<file path="config.mk">
export PLATFORM = sky130hd
export DESIGN_NAME = fixed_step_frame_timer
export DESIGN_NICKNAME = d
export VERILOG_FILES = /design/src/hdl/fsft_pkg.sv /design/src/hdl/fsft_div.sv /design/src/hdl/fsft_dp.sv /design/src/hdl/fsft_ctrl.sv /design/src/hdl/fixed_step_frame_timer.sv
export SDC_FILE = /design/constraint.sdc
export NUM_CORES = 2
export LEC_CHECK = 0
export ABC_AREA = 0
export BUFFER_PORTS_ARGS = -buffer_cell sky130_fd_sc_hd__buf_2
export CORE_ASPECT_RATIO = 0.7
export CORE_MARGIN = 2
export CORE_UTILIZATION = 45
export CTS_CLUSTER_DIAMETER = 150
export CTS_CLUSTER_SIZE = 12
export DETAILED_ROUTE_END_ITERATION = 10
export GPL_ROUTABILITY_DRIVEN = 0
export PLACE_DENSITY_LB_ADDON = 0.1
export SLEW_MARGIN = 0
export SYNTH_ARGS = -nofsm -noshare
export SYNTH_HDL_FRONTEND = slang
export SYNTH_SLANG_ARGS = --single-unit
</file>
<file path="constraint.sdc">
create_clock -name clk_i -period 13.16 [get_ports clk_i]
set_clock_uncertainty 0.2 [all_clocks]
set_input_delay 1.974 -clock clk_i [delete_from_list [all_inputs] [get_ports clk_i]]
set_output_delay 1.974 -clock clk_i [all_outputs]
set_load 0.02 [all_outputs]
</file>
<file path="src/hdl/fsft_pkg.sv">
// Shared types and constants of the fixed step frame timer.
// Used by the controller, the datapath, the divider and the top level.
package fsft_pkg;

  // Field and state widths.
  localparam int unsigned TS_W      = 64;
  localparam int unsigned FREQ_W    = 32;
  localparam int unsigned RAW_W     = 29;
  localparam int unsigned TICK_W    = 24;
  localparam int unsigned LEFT_W    = 25;
  localparam int unsigned CNT_W     = 32;
  localparam int unsigned DIV_W     = 64;
  localparam int unsigned DIV_CNT_W = 7;
  localparam int unsigned CFG_IDX_W = 2;
  localparam int unsigned OUT_W     = TICK_W + TS_W + 2 * CNT_W;

  // Snap window is the tick rate divided by this.
  localparam int unsigned SNAP_DIV = 4000;

  // Register indexes of the configuration port.
  localparam logic [CFG_IDX_W-1:0] CFG_FREQ    = 2'd0;
  localparam logic [CFG_IDX_W-1:0] CFG_MAX_RAW = 2'd1;
  localparam logic [CFG_IDX_W-1:0] CFG_MODE    = 2'd2;
  localparam logic [CFG_IDX_W-1:0] CFG_TARGET  = 2'd3;

  // Register reset values.
  localparam logic [FREQ_W-1:0] FREQ_RST    = 32'd10000000;
  localparam logic [RAW_W-1:0]  MAX_RAW_RST = 29'd1000000;
  localparam logic [TICK_W-1:0] TARGET_RST  = 24'd166666;
  localparam logic [TICK_W-1:0] TICK_MAX    = '1;

  // Input opcodes.
  localparam logic OP_TICK   = 1'b0;
  localparam logic OP_REBASE = 1'b1;

  typedef enum logic [3:0] {
    ST_IDLE,
    ST_DELTA,
    ST_MUL,
    ST_DIV_GO,
    ST_DIV_WAIT,
    ST_SNAP,
    ST_EMIT,
    ST_LEFT,
    ST_LEFT_WAIT,
    ST_FPS,
    ST_SEC_WAIT
  } ctrl_state_e;

  // Which operands the shared divider works on.
  typedef enum logic [1:0] {
    DIV_TICKS,
    DIV_LEFT,
    DIV_SEC
  } div_sel_e;

  // Commands from the controller to the datapath.
  typedef struct packed {
    logic     take_tick;
    logic     take_rebase;
    logic     delta;
    logic     mul;
    logic     div_start;
    div_sel_e div_sel;
    logic     snap;
    logic     emit;
    logic     left_direct;
    logic     left_from_div;
    logic     fps_roll;
    logic     sec_from_div;
  } dp_cmd_t;

  // Status from the datapath to the controller.
  typedef struct packed {
    logic div_done;
    logic step_ok;
    logic emit_last;
    logic out_free;
    logic left_ge;
    logic sec_roll;
  } dp_status_t;

endpackage

</file>
<file path="src/hdl/fsft_div.sv">
// Shared restoring divider: one quotient bit per cycle.
// Depends on fsft_pkg for widths.
module fsft_div (
  input  logic                           clk_i,
  input  logic                           rst_ni,
  input  logic                           start_i,
  input  logic [fsft_pkg::DIV_W-1:0]     dividend_i,
  input  logic [fsft_pkg::FREQ_W-1:0]    divisor_i,
  input  logic [fsft_pkg::DIV_CNT_W-1:0] iters_i,
  output logic                           done_o,
  output logic [fsft_pkg::DIV_W-1:0]     quo_o,
  output logic [fsft_pkg::FREQ_W-1:0]    rem_o
);
  import fsft_pkg::*;

  logic [DIV_W-1:0]     quo_q, quo_d;
  logic [FREQ_W-1:0]    rem_q, rem_d;
  logic [DIV_CNT_W-1:0] cnt_q;
  logic                 busy_q, done_q;
  logic [DIV_CNT_W-1:0] shamt;
  logic [FREQ_W:0]      shifted, diff;
  logic                 ge;

  // The dividend is left aligned so that only its significant bits are iterated.
  assign shamt = DIV_CNT_W'(DIV_W) - iters_i;

  // One restoring step.
  always_comb begin
    shifted = {rem_q, quo_q[DIV_W-1]};
    diff    = shifted - {1'b0, divisor_i};
    ge      = (shifted >= {1'b0, divisor_i});
    rem_d   = ge ? diff[FREQ_W-1:0] : shifted[FREQ_W-1:0];
    quo_d   = {quo_q[DIV_W-2:0], ge};
  end

  // Control: iteration count and completion flag.
  always_ff @(posedge clk_i or negedge rst_ni) begin
    if (!rst_ni) begin
      cnt_q  <= '0;
      busy_q <= 1'b0;
      done_q <= 1'b0;
    end else if (start_i) begin
      cnt_q  <= iters_i;
      busy_q <= 1'b1;
      done_q <= 1'b0;
    end else if (busy_q) begin
      cnt_q <= cnt_q - DIV_CNT_W'(1);
      if (cnt_q == DIV_CNT_W'(1)) begin
        busy_q <= 1'b0;
        done_q <= 1'b1;
      end
    end
  end

  // Working registers.
  always_ff @(posedge clk_i) begin
    if (start_i) begin
      quo_q <= dividend_i << shamt;
      rem_q <= '0;
    end else if (busy_q) begin
      quo_q <= quo_d;
      rem_q <= rem_d;
    end
  end

  assign done_o = done_q;
  assign quo_o  = quo_q;
  assign rem_o  = rem_q;

endmodule

</file>
<file path="src/hdl/fsft_dp.sv">
// Datapath of the fixed step frame timer: configuration, timing state,
// tick conversion, output register. Depends on fsft_pkg and fsft_div.
module fsft_dp #(
  parameter int unsigned TICKS_PER_SECOND = 10000000,
  parameter int unsigned MAX_UPDATES      = 64
) (
  input  logic                           clk_i,
  input  logic                           rst_ni,
  input  logic                           cfg_we_i,
  input  logic [fsft_pkg::CFG_IDX_W-1:0] cfg_idx_i,
  input  logic [fsft_pkg::FREQ_W-1:0]    cfg_wdata_i,
  input  logic [fsft_pkg::TS_W-1:0]      in_ts_i,
  input  fsft_pkg::dp_cmd_t              cmd_i,
  output fsft_pkg::dp_status_t           status_o,
  output logic                           out_valid_o,
  input  logic                           out_ready_i,
  output logic [fsft_pkg::OUT_W-1:0]     out_data_o,
  output logic                           out_last_o
);
  import fsft_pkg::*;

  localparam int unsigned TPS_W  = $clog2(TICKS_PER_SECOND + 1);
  localparam int unsigned PROD_W = RAW_W + TPS_W;
  localparam int unsigned NW     = (MAX_UPDATES > 1) ? $clog2(MAX_UPDATES) : 1;
  localparam logic [NW-1:0]     N_LAST  = NW'(MAX_UPDATES - 1);
  localparam logic [TPS_W-1:0]  TPS_C   = TPS_W'(TICKS_PER_SECOND);
  localparam logic [TICK_W-1:0] SNAP_TH = TICK_W'(TICKS_PER_SECOND / SNAP_DIV);

  // Configuration registers.
  logic [FREQ_W-1:0] freq_q;
  logic [RAW_W-1:0]  max_raw_q;
  logic              fixed_q;
  logic [TICK_W-1:0] target_q;

  // Timing state.
  logic [TS_W-1:0]   ts_q, last_ts_q, sec_q, total_q;
  logic [RAW_W-1:0]  raw_q;
  logic [PROD_W-1:0] prod_q;
  logic [TICK_W-1:0] ticks_q;
  logic [LEFT_W-1:0] left_q, leftover_q;
  logic [CNT_W-1:0]  frame_q, frames_sec_q, fps_q;
  logic [NW-1:0]     n_q;

  // Output register.
  logic              out_valid_q, out_last_q;
  logic [OUT_W-1:0]  out_data_q;

  // Divider interface.
  logic [DIV_W-1:0]     div_dividend, div_quo;
  logic [FREQ_W-1:0]    div_divisor, div_rem;
  logic [DIV_CNT_W-1:0] div_iters;
  logic                 div_done;

  // Derived values.
  logic [FREQ_W-1:0] freq_eff;
  logic [TICK_W-1:0] target_eff;
  logic [LEFT_W-1:0] target_l, left_minus;
  logic [TS_W-1:0]   raw_full;
  logic [TICK_W-1:0] ticks_sat, tick_diff, snapped, step_val;
  logic [TS_W-1:0]   total_next;
  logic              out_free;

  // A zero frequency or target counts as one.
  assign freq_eff   = (freq_q == '0) ? FREQ_W'(1) : freq_q;
  assign target_eff = (target_q == '0) ? TICK_W'(1) : target_q;
  assign target_l   = LEFT_W'(target_eff);
  assign raw_full   = ts_q - last_ts_q;
  assign left_minus = left_q - target_l;
  assign out_free   = !out_valid_q || out_ready_i;

  // Saturate the converted delta, then snap it to the target when close.
  always_comb begin
    ticks_sat = (|div_quo[DIV_W-1:TICK_W]) ? TICK_MAX : div_quo[TICK_W-1:0];
    tick_diff = (ticks_sat >= target_eff) ? (ticks_sat - target_eff)
                                          : (target_eff - ticks_sat);
    snapped   = (tick_diff < SNAP_TH) ? target_eff : ticks_sat;
  end

  // Value reported by one update.
  assign step_val   = fixed_q ? target_eff : ticks_q;
  assign total_next = total_q + TS_W'(step_val);

  // Operand selection for the shared divider.
  always_comb begin
    unique case (cmd_i.div_sel)
      DIV_LEFT: begin
        div_dividend = DIV_W'(left_q);
        div_divisor  = FREQ_W'(target_eff);
        div_iters    = DIV_CNT_W'(LEFT_W);
      end
      DIV_SEC: begin
        div_dividend = sec_q;
        div_divisor  = freq_eff;
        div_iters    = DIV_CNT_W'(DIV_W);
      end
      default: begin
        div_dividend = DIV_W'(prod_q);
        div_divisor  = freq_eff;
        div_iters    = DIV_CNT_W'(PROD_W);
      end
    endcase
  end

  fsft_div u_div (
    .clk_i      (clk_i),
    .rst_ni     (rst_ni),
    .start_i    (cmd_i.div_start),
    .dividend_i (div_dividend),
    .divisor_i  (div_divisor),
    .iters_i    (div_iters),
    .done_o     (div_done),
    .quo_o      (div_quo),
    .rem_o      (div_rem)
  );

  // Configuration writes.
  always_ff @(posedge clk_i or negedge rst_ni) begin
    if (!rst_ni) begin
      freq_q    <= FREQ_RST;
      max_raw_q <= MAX_RAW_RST;
      fixed_q   <= 1'b0;
      target_q  <= TARGET_RST;
    end else if (cfg_we_i) begin
      unique case (cfg_idx_i)
        CFG_FREQ:    freq_q    <= cfg_wdata_i;
        CFG_MAX_RAW: max_raw_q <= cfg_wdata_i[RAW_W-1:0];
        CFG_MODE:    fixed_q   <= cfg_wdata_i[0];
        CFG_TARGET:  target_q  <= cfg_wdata_i[TICK_W-1:0];
        default:     freq_q    <= freq_q;
      endcase
    end
  end

  // Architectural timing state.
  always_ff @(posedge clk_i or negedge rst_ni) begin
    if (!rst_ni) begin
      last_ts_q    <= '0;
      sec_q        <= '0;
      leftover_q   <= '0;
      total_q      <= '0;
      frame_q      <= '0;
      frames_sec_q <= '0;
      fps_q        <= '0;
    end else begin
      if (cmd_i.take_rebase) begin
        last_ts_q <= in_ts_i;
      end else if (cmd_i.delta) begin
        last_ts_q <= ts_q;
      end

      if (cmd_i.take_rebase) begin
        sec_q <= '0;
      end else if (cmd_i.delta) begin
        sec_q <= sec_q + raw_full;
      end else if (cmd_i.sec_from_div) begin
        sec_q <= TS_W'(div_rem);
      end

      if (cmd_i.take_rebase) begin
        leftover_q <= '0;
      end else if (cmd_i.left_direct) begin
        leftover_q <= left_q;
      end else if (cmd_i.left_from_div) begin
        leftover_q <= LEFT_W'(div_rem);
      end

      if (cmd_i.emit) begin
        total_q <= total_next;
        frame_q <= frame_q + CNT_W'(1);
      end

      if (cmd_i.take_rebase || cmd_i.fps_roll) begin
        frames_sec_q <= '0;
      end else if (cmd_i.emit && status_o.emit_last) begin
        frames_sec_q <= frames_sec_q + CNT_W'(1);
      end

      if (cmd_i.take_rebase) begin
        fps_q <= '0;
      end else if (cmd_i.fps_roll) begin
        fps_q <= frames_sec_q;
      end
    end
  end

  // Per-item working registers.
  always_ff @(posedge clk_i) begin
    if (cmd_i.take_tick) begin
      ts_q <= in_ts_i;
    end
    if (cmd_i.delta) begin
      raw_q <= (raw_full > TS_W'(max_raw_q)) ? max_raw_q : raw_full[RAW_W-1:0];
    end
    if (cmd_i.mul) begin
      prod_q <= PROD_W'(raw_q) * PROD_W'(TPS_C);
    end
    if (cmd_i.snap) begin
      ticks_q <= ticks_sat;
      left_q  <= fixed_q ? (LEFT_W'(leftover_q) + LEFT_W'(snapped)) : '0;
      n_q     <= '0;
    end else if (cmd_i.emit && fixed_q) begin
      left_q <= left_minus;
      n_q    <= n_q + NW'(1);
    end
  end

  // Output register: loaded by an update, freed when the beat is taken.
  always_ff @(posedge clk_i or negedge rst_ni) begin
    if (!rst_ni) begin
      out_valid_q <= 1'b0;
    end else if (cmd_i.emit) begin
      out_valid_q <= 1'b1;
    end else if (out_ready_i) begin
      out_valid_q <= 1'b0;
    end
  end

  always_ff @(posedge clk_i) begin
    if (cmd_i.emit) begin
      out_data_q <= {fps_q, frame_q + CNT_W'(1), total_next, step_val};
      out_last_q <= status_o.emit_last;
    end
  end

  // Status toward the controller.
  always_comb begin
    status_o.div_done  = div_done;
    status_o.step_ok   = !fixed_q || (left_q >= target_l);
    status_o.emit_last = !fixed_q || (left_minus < target_l) || (n_q == N_LAST);
    status_o.out_free  = out_free;
    status_o.left_ge   = fixed_q && (left_q >= target_l);
    status_o.sec_roll  = (sec_q >= TS_W'(freq_eff));
  end

  assign out_valid_o = out_valid_q;
  assign out_data_o  = out_data_q;
  assign out_last_o  = out_last_q;

endmodule

</file>
<file path="src/hdl/fsft_ctrl.sv">
// Controller state machine of the fixed step frame timer.
// Depends on fsft_pkg for the state, command and status types.
module fsft_ctrl (
  input  logic                 clk_i,
  input  logic                 rst_ni,
  input  logic                 in_valid_i,
  input  logic                 in_opcode_i,
  output logic                 in_ready_o,
  input  fsft_pkg::dp_status_t status_i,
  output fsft_pkg::dp_cmd_t    cmd_o
);
  import fsft_pkg::*;

  ctrl_state_e state_q, state_d;

  always_ff @(posedge clk_i or negedge rst_ni) begin
    if (!rst_ni) begin
      state_q <= ST_IDLE;
    end else begin
      state_q <= state_d;
    end
  end

  // Next state.
  always_comb begin
    state_d = state_q;
    unique case (state_q)
      ST_IDLE: begin
        if (in_valid_i && (in_opcode_i == OP_TICK)) state_d = ST_DELTA;
      end
      ST_DELTA:  state_d = ST_MUL;
      ST_MUL:    state_d = ST_DIV_GO;
      ST_DIV_GO: state_d = ST_DIV_WAIT;
      ST_DIV_WAIT: begin
        if (status_i.div_done) state_d = ST_SNAP;
      end
      ST_SNAP: state_d = ST_EMIT;
      ST_EMIT: begin
        if (!status_i.step_ok) begin
          state_d = ST_LEFT;
        end else if (status_i.out_free && status_i.emit_last) begin
          state_d = ST_LEFT;
        end
      end
      ST_LEFT: state_d = status_i.left_ge ? ST_LEFT_WAIT : ST_FPS;
      ST_LEFT_WAIT: begin
        if (status_i.div_done) state_d = ST_FPS;
      end
      ST_FPS: state_d = status_i.sec_roll ? ST_SEC_WAIT : ST_IDLE;
      ST_SEC_WAIT: begin
        if (status_i.div_done) state_d = ST_IDLE;
      end
      default: state_d = ST_IDLE;
    endcase
  end

  // Commands.
  always_comb begin
    cmd_o         = '0;
    cmd_o.div_sel = DIV_TICKS;
    in_ready_o    = 1'b0;
    unique case (state_q)
      ST_IDLE: begin
        in_ready_o        = 1'b1;
        cmd_o.take_tick   = in_valid_i && (in_opcode_i == OP_TICK);
        cmd_o.take_rebase = in_valid_i && (in_opcode_i == OP_REBASE);
      end
      ST_DELTA: cmd_o.delta = 1'b1;
      ST_MUL:   cmd_o.mul = 1'b1;
      ST_DIV_GO: begin
        cmd_o.div_start = 1'b1;
        cmd_o.div_sel   = DIV_TICKS;
      end
      ST_DIV_WAIT: cmd_o.div_sel = DIV_TICKS;
      ST_SNAP:     cmd_o.snap = 1'b1;
      ST_EMIT:     cmd_o.emit = status_i.step_ok && status_i.out_free;
      ST_LEFT: begin
        cmd_o.div_sel = DIV_LEFT;
        if (status_i.left_ge) begin
          cmd_o.div_start = 1'b1;
        end else begin
          cmd_o.left_direct = 1'b1;
        end
      end
      ST_LEFT_WAIT: begin
        cmd_o.div_sel       = DIV_LEFT;
        cmd_o.left_from_div = status_i.div_done;
      end
      ST_FPS: begin
        cmd_o.div_sel   = DIV_SEC;
        cmd_o.fps_roll  = status_i.sec_roll;
        cmd_o.div_start = status_i.sec_roll;
      end
      ST_SEC_WAIT: begin
        cmd_o.div_sel      = DIV_SEC;
        cmd_o.sec_from_div = status_i.div_done;
      end
      default: cmd_o.div_sel = DIV_TICKS;
    endcase
  end

endmodule

</file>
<file path="src/hdl/fixed_step_frame_timer.sv">
// Fixed step frame timer, top level: controller plus datapath.
// Depends on fsft_pkg, fsft_ctrl, fsft_dp and fsft_div.
//
// Usage: send raw counter timestamps; tuser 0 is a tick, tuser 1 re-bases time.
// A re-base beat produces nothing. A tick beat passes through the clamp, the
// multiply, the bit-serial divide by the counter frequency and the bookkeeping
// around it, then produces its update beats, if any, one by one. Each update
// beat also waits while the output register still holds a beat that has not
// been taken. When fixed mode drops whole steps, the leftover is also reduced
// modulo the target, and when a raw-count second rolls over, the raw-count
// second is reduced modulo the frequency. All divisions share one restoring
// divider that retires one quotient bit per cycle, and that divider sets the
// rate. Update beats leave through an output register, so the next timestamp
// is taken while the last update of the previous one still waits.
module fixed_step_frame_timer #(
  parameter int unsigned TICKS_PER_SECOND = 10000000,
  parameter int unsigned MAX_UPDATES      = 64
) (
  input  logic                           clk_i,
  input  logic                           rst_ni,
  // Configuration write port.
  input  logic                           cfg_we_i,
  input  logic [fsft_pkg::CFG_IDX_W-1:0] cfg_idx_i,
  input  logic [fsft_pkg::FREQ_W-1:0]    cfg_wdata_i,
  // Timestamp stream.
  input  logic                           s_axis_tvalid,
  output logic                           s_axis_tready,
  input  logic [fsft_pkg::TS_W-1:0]      s_axis_tdata,   // [63:0] timestamp
  input  logic                           s_axis_tuser,   // [0] opcode
  // Update stream.
  output logic                           m_axis_tvalid,
  input  logic                           m_axis_tready,
  // [23:0] step_ticks, [87:24] total_ticks, [119:88] frame_number,
  // [151:120] frames_per_second
  output logic [fsft_pkg::OUT_W-1:0]     m_axis_tdata,
  output logic                           m_axis_tlast
);
  import fsft_pkg::*;

  dp_cmd_t    cmd;
  dp_status_t status;

  fsft_ctrl u_ctrl (
    .clk_i       (clk_i),
    .rst_ni      (rst_ni),
    .in_valid_i  (s_axis_tvalid),
    .in_opcode_i (s_axis_tuser),
    .in_ready_o  (s_axis_tready),
    .status_i    (status),
    .cmd_o       (cmd)
  );

  fsft_dp #(
    .TICKS_PER_SECOND (TICKS_PER_SECOND),
    .MAX_UPDATES      (MAX_UPDATES)
  ) u_dp (
    .clk_i       (clk_i),
    .rst_ni      (rst_ni),
    .cfg_we_i    (cfg_we_i),
    .cfg_idx_i   (cfg_idx_i),
    .cfg_wdata_i (cfg_wdata_i),
    .in_ts_i     (s_axis_tdata),
    .cmd_i       (cmd),
    .status_o    (status),
    .out_valid_o (m_axis_tvalid),
    .out_ready_i (m_axis_tready),
    .out_data_o  (m_axis_tdata),
    .out_last_o  (m_axis_tlast)
  );

endmodule

</file>
== After elaboration in Yosys (flattened, before gate mapping) ==
Cells that the tools add are included.
Cells by class
  bitwise logic cells: 1
  equal/unequal tests: 22
  reduce and logical (&&, ||, !) cells: 36
  $mul: 1
  shift operators: 1
  add/sub/neg operators: 13
  magnitude comparators: 7
  muxes and demuxes: 61
Operators by type and width (number)
  $mux W64: 7
  $mux W32: 7
  $mux W25: 6
  $pmux W64 S2: 1
  $mux W24: 5
  $add A32 B1 Y32 const B: 2
  $add A64 B24 Y64: 1
  $add A64 B64 Y64: 1
  $ge A64 B32 Y1: 1
  $gt A64 B29 Y1: 1
  $shl A64 B7 Y64: 1
  $sub A64 B64 Y64: 1
  $sub A24 B24 Y24: 2
  $mul A29 B17 Y46 const B: 1
  $pmux W4 S11: 1
  $reduce_or A40 Y1: 1
  $ge A33 B32 Y1: 1
  $logic_not A32 Y1: 1
  $sub A32 B32 Y32: 1
  $mux W29: 1
  $mux W4: 7
  $add A25 B24 Y25: 1
  $ge A25 B24 Y1: 1
  $lt A25 B24 Y1: 1
  34 further kinds: 89
Storage, ports and cells
  word-level logic and storage cells: 168
  register bits after elaboration: 856
  output and inout bits: 155

== Longest topological paths before layout ==
  depth after elaboration: 10
  depth in mapped cells: 40
  gate-level depth less buffers: 36

== By module ==
Synthesis repeated with hierarchy kept, for this count alone.
Unflattened totals
  cell total of the unflattened synthesis: 6775
  area total of the unflattened synthesis: 65073.7 µm²
By module, submodules not included
  fsft_dp: area an instance 54712.5 µm², instances 1, cells each 5545, sequential area each 20397.1 µm²
  fsft_div: area an instance 9948.3 µm², instances 1, cells each 1176, sequential area each 2787.7 µm²
  fsft_ctrl: area an instance 412.9 µm², instances 1, cells each 54, sequential area each 100.1 µm²

== Worst setup path after synthesis ==
Ideal clock, no wire load.
  path type: reg-to-reg
  from: reg u_dp.u_div.quo_q[45], in the netlist u_dp.u_div.quo_o[45]
  to: reg u_dp.left_q[23], data pin
  arrival time: 8.523 ns
  cell stages (with the launch flop): 38
  path buffers: 3
  slack: 4.181 ns
  data required time: 12.704 ns
  cell sequence: edfxtp_1 nor4_1 nand4_1 nor3_1 clkbuf_1 nand2b_1 ha_1 clkbuf_1 inv_1 nor3_1 and2_1 o211ai_1 a31oi_1 a221oi_1 a21oi_1 mux2_2 a221o_1 a41oi_1 [2 not listed] a2111oi_2 buf_2 mux2i_1 ha_1 a21o_1 a21oi_1 o21ai_0 a21o_1 a21oi_1 o21ai_0 a41o_1 a21oi_1 a211oi_1 o31ai_1 nand2b_1 a21oi_1 xnor2_1 a31o_2
On the way
  word-level cells in the longest chain between the ends: 9
  elaborated cells on any way between the ends: 11
  classes of those cells: 3 x add/sub; 2 x order compare; 5 x mux; 1 x reduce/logical
Ends and longest elaborated chain
  from (decl): line fsft_div.sv:16  | logic [DIV_W-1:0] quo_q, quo_d;
  from (signal assigned): line fsft_div.sv:58  | quo_q <= dividend_i << shamt;
  from (signal assigned): line fsft_div.sv:61  | quo_q <= quo_d;
  $reduce_or A40 Y1 (*): line fsft_dp.sv:73  | ticks_sat = (|div_quo[DIV_W-1:TICK_W]) ? TICK_MAX : div_quo[TICK_W-1:0];
  $mux W24 (*): line fsft_dp.sv:73
  net u_dp.ticks_sat[15]: line fsft_dp.sv:59  | logic [TICK_W-1:0] ticks_sat, tick_diff, snapped, step_val;
  $sub A24 B24 Y24 (tied with other cells): line fsft_dp.sv:75  | : (target_eff - ticks_sat);
  $mux W24: line fsft_dp.sv:74  | tick_diff = (ticks_sat >= target_eff) ? (ticks_sat - target_eff)
  $lt A24 B12 Y1: line fsft_dp.sv:76  | snapped = (tick_diff < SNAP_TH) ? target_eff : ticks_sat;
  $mux W24 (*): line fsft_dp.sv:76
  $add A25 B24 Y25 (*): line fsft_dp.sv:199  | left_q <= fixed_q ? (LEFT_W'(leftover_q) + LEFT_W'(snapped)) : '0;
  $mux W25 (*): line fsft_dp.sv:199
  $mux W25 (*): line fsft_dp.sv:197  | if (cmd_i.snap) begin
  to (signal assigned): line fsft_dp.sv:199
  to (signal assigned): line fsft_dp.sv:202  | left_q <= left_minus;
  to (decl): line fsft_dp.sv:40  | logic [LEFT_W-1:0] left_q, leftover_q;
The timed path passes the listed nets; every way through them passes the cells marked *.
A chain may end at the register's enable or synchronous reset.

== Worst setup path after layout ==
  from: reg u_dp.u_div.quo_q[55], in the netlist u_dp.u_div.quo_o[55]
  to: reg u_dp.left_q[23], data pin
On the way
  word-level cells in the longest chain between the ends: 9
  elaborated cells on any way between the ends: 11
  classes of those cells: 3 x add/sub; 2 x order compare; 5 x mux; 1 x reduce/logical
Ends and longest elaborated chain (line)
  $reduce_or A40 Y1 (*): fsft_dp.sv:73
  $mux W24 (*): fsft_dp.sv:73
  $sub A24 B24 Y24 (tied with other cells): fsft_dp.sv:75
  $mux W24: fsft_dp.sv:74
  $lt A24 B12 Y1: fsft_dp.sv:76
  $mux W24 (*): fsft_dp.sv:76
  $add A25 B24 Y25 (*): fsft_dp.sv:199
  $mux W25 (*): fsft_dp.sv:199
  $mux W25 (*): fsft_dp.sv:197
Mark *: on every way between the ends. The rest lies on a longest branch, timed or not.

==> flow_summary_export.csv <==
group,metric,value,unit
grt,top_usage_layer,"met1",
power,p_leak,30.1,nW
synth,synth_edf_count,405,
worst_setup_path,cp_max_fo,23,
route,vias_per_cell,5.77,
cells_and_area,final_nets,7267,
clocking,cts_hold_buf,0,
sta,min_period,11.10,ns
sta,drv_slew,0,
cells_and_area,final_cells,8261,
synth,syn_area_per_cell,9.74,um^2
place,hpwl,150000,um
grt,track_usage,27.7,%
sta,setup_tns,0,ns
cells_and_area,final_layout_size_suffix_gt1_share,9.47,%
clocking,cts_tree,"built",
clocking,cts_resized,0,
grt,antenna_found_initial,7,
worst_setup_path,worst_path_most_repeated_cell,"a21oi_1",
die,num_rows,113,
clocking,clk_pin_slew,0.07,ns
grt,grtUsageMet1,41.9,%
die,die_x,444,um
worst_setup_path,critPathCaptureType,"register",
worst_setup_path,max_stage_delay,0.59,ns
grt,grt.overflow.total,0,
cells_and_area,mostFrequentLayoutCells,"ha_1, nand2_1, inv_1",
sta,rsz0062_at_grt,"false",
outcome,status,"completed",
die,core,135000,um^2
die,pin_count,259,
synth,synth_cells,6267,
synth,ys_types,80,
sta,worstMarginPinSlew,1.26,ns
grt,grt_max_degree,132,
worst_setup_path,arrival,11.35,ns
grt,grt_use_met2,38.2,%
route,vias,47700,
synth,ys_ff_latch,856,
synth,synthesis.nets,7125,
synth,yosys_warnings,0,
cells_and_area,fillCellCount,12700,
route,drc,0,
clocking,cts_sinks,856,
synth,synth_flop_cell,"edfxtp_1",
sta,fmax,0.0901,GHz
power,vdd_drop_max,102,uV
worst_setup_path,crit_type,"register to register",
route,antenna_left,0,
worst_setup_path,crit_required,13.41,ns
sta,fin_crit_sh,84.4,%
grt,grt_pass1_wl,293000,um
sta,hold_viol,0,
synth,ys_async_sr_fraction,48.2,%
die,initial_core_util,45.2,%
worst_setup_path,cp_slowest_cell,"a21oi_1",
grt,grt_pass1_vias,45800,
route,wirelength,193000,um
sta,setup_viol,0,
cells_and_area,area_growth_syn_to_layout,9.19,%
clocking,cts_setup_buffers,0,
route,drt-pass1-iter-count,8,
synth,synth_area,61100,um^2
min_path,hold_class,"register to register",
clocking,cts_buffer_depth,3,
clocking,root_buffer,"clkbuf_16",
route,drt_iter0_drc,4599,
worst_setup_path,crit_path_start_kind,"register",
sta,maxSlewHeadroom,15.4,%
die,fp.dieH,312,um
grt,grt_util_met3,9.12,%
cells_and_area,layout_commonest_cell,"ha_1",
clocking,numCtsBuffers,81,
job,cap_violations,0,
route,detail_route.wl_per_cell,23.4,um
clocking,htreeDepth,3,
place,place.port_buffers,258,
place,place_inst,8108,
clocking,clk_latency,0.74,ns
die,dieArea,139000,um^2
synth,ys_seq_area_share,38.1,%
power,powerDensity,92.5,nW/um^2
[critical path: cells and delay by family, from the launching register on]
| family | cells | cell delay (ns) |
|---|---|---|
| flip-flops | 1 | 0.39 |
| buffers and inverters | 3 | 0.97 |
| XOR/XNOR | 2 | 0.27 |
| AO/OA/AOI/OAI | 19 | 5.22 |
| multiplexers | 2 | 0.58 |
| AND/OR/NAND/NOR | 9 | 2.47 |
| adder cells (fa/ha/maj) | 2 | 0.68 |
[per-layer routing]
layer	up-vias	share of wire, %
li1	22600	-
met1	23300	48
met2	1570	40
met3	234	10
met4	8	2.2
met5	-	0.029
[through the flow]
stage	setup WS [ns]	cell area, um^2	hold WS, ns	total power, mW	util (%)
4_1_cts	2.26	66700	0.248	6.20	49.3
5_1_grt	1.42	66700	0.262	6.40	49.3
6_report	2.06	66700	0.243	6.16	49.3
3_3_place_gp	2.56	64300	0.230	3.87	47.5
3_5_place_dp	2.34	64300	0.235	3.88	47.5
2_1_floorplan	4.18	61100	0.225	3.57	-
[where the power goes]
part / switching, mW / internal, mW / leakage, nW
Clock: 1.13 / 1.19 / 1.14
Combinational: 0.551 / 0.358 / 20.0
Sequential: 0.0748 / 2.87 / 8.91
[state kept, by name (all words and copies together), names as in the netlist, 46 cells and up]
register / cells
u_dp.last_ts_q: 64
u_dp.out_data_o: 152
u_dp.prod_q: 46
u_dp.sec_q: 64
u_dp.total_q: 64
u_dp.ts_q: 64
u_dp.u_div.quo_o: 64
[synth_stat cells (all sizes together) (29+ instances only)]
master / instances / area share [%]
nor2b: 54 / 0.55
buf: 42 / 0.29
o21ai: 416 / 3.4
o22ai: 50 / 0.51
o21bai: 37 / 0.45
dfrtp: 391 / 16
fa: 152 / 5.0
clkbuf: 222 / 1.4
and2: 31 / 0.32
a221o: 29 / 0.48
nand4: 90 / 0.92
o21a: 36 / 0.44
inv: 570 / 3.5
nand3: 122 / 1.0
nor3: 77 / 0.63
nor2: 335 / 2.1
a21oi: 351 / 2.9
o211ai: 32 / 0.40
mux2i: 185 / 3.0
a21o: 205 / 2.5
a22oi: 91 / 1.1
edfxtp: 405 / 20
xor2: 169 / 2.4
nand2b: 93 / 0.95
a31oi: 29 / 0.30
nand2: 590 / 3.6
a211oi: 34 / 0.42
mux2: 135 / 2.5
and3: 73 / 0.75
ha: 602 / 12
dfxtp: 38 / 1.2
xnor2: 242 / 3.5
o31ai: 49 / 0.60
nor4: 43 / 0.44
[area by class of cell]
cell class	instances	area, um^2	share of cell area [%]
inverter	570	2150	3.22
multi-input combinational	4577	34800	52.2
tap	1782	2230	3.34
clock inverter	8	138	0.206
antenna	3	7.51	0.0113
sequential	856	23300	34.9
timing repair buffer	323	1800	2.70
clock buffer	142	2280	3.42
[kinds of logic (layout without fill, tap and decap cells)]
logic type | after synthesis | count (layout) | synth area share (%)
compound gates | 1517 | 1517 | 15.8
mux | 324 | 324 | 5.67
buf+inv | 834 | 1043 | 5.16
flops | 856 | 856 | 38.1
xor+xnor | 411 | 411 | 5.90
fa+ha+maj | 754 | 754 | 17.3
simple gates | 1571 | 1571 | 12.0
other cells | 0 | 3 | 0
[path summary, 6_finish.rpt]
check / slack, ns / cells past startpoint / to / start
worst max-delay path: 2.06 / 37 / u_dp.left_q[23]$_DFFE_PP_ / u_dp.u_div.quo_o[55]$_DFFE_PP_
worst min-delay path: 0.24 / 0 / u_dp.out_data_o[140]$_DFFE_PP_ / u_dp.fps_q[20]$_DFFE_PN0N_
worst max register to register: 2.06 / 37 / u_dp.left_q[23]$_DFFE_PP_ / u_dp.u_div.quo_o[55]$_DFFE_PP_
worst min register to register: 0.24 / 0 / u_dp.out_data_o[140]$_DFFE_PP_ / u_dp.fps_q[20]$_DFFE_PN0N_
max in group asynchronous: 9.34 / 3 / u_dp.frames_sec_q[10]$_DFFE_PN0P_ / rst_ni
min in group asynchronous: 1.07 / 1 / u_dp.max_raw_q[11]$_DFFE_PN0P_ / rst_ni
(Power assumes the default switching activity.)
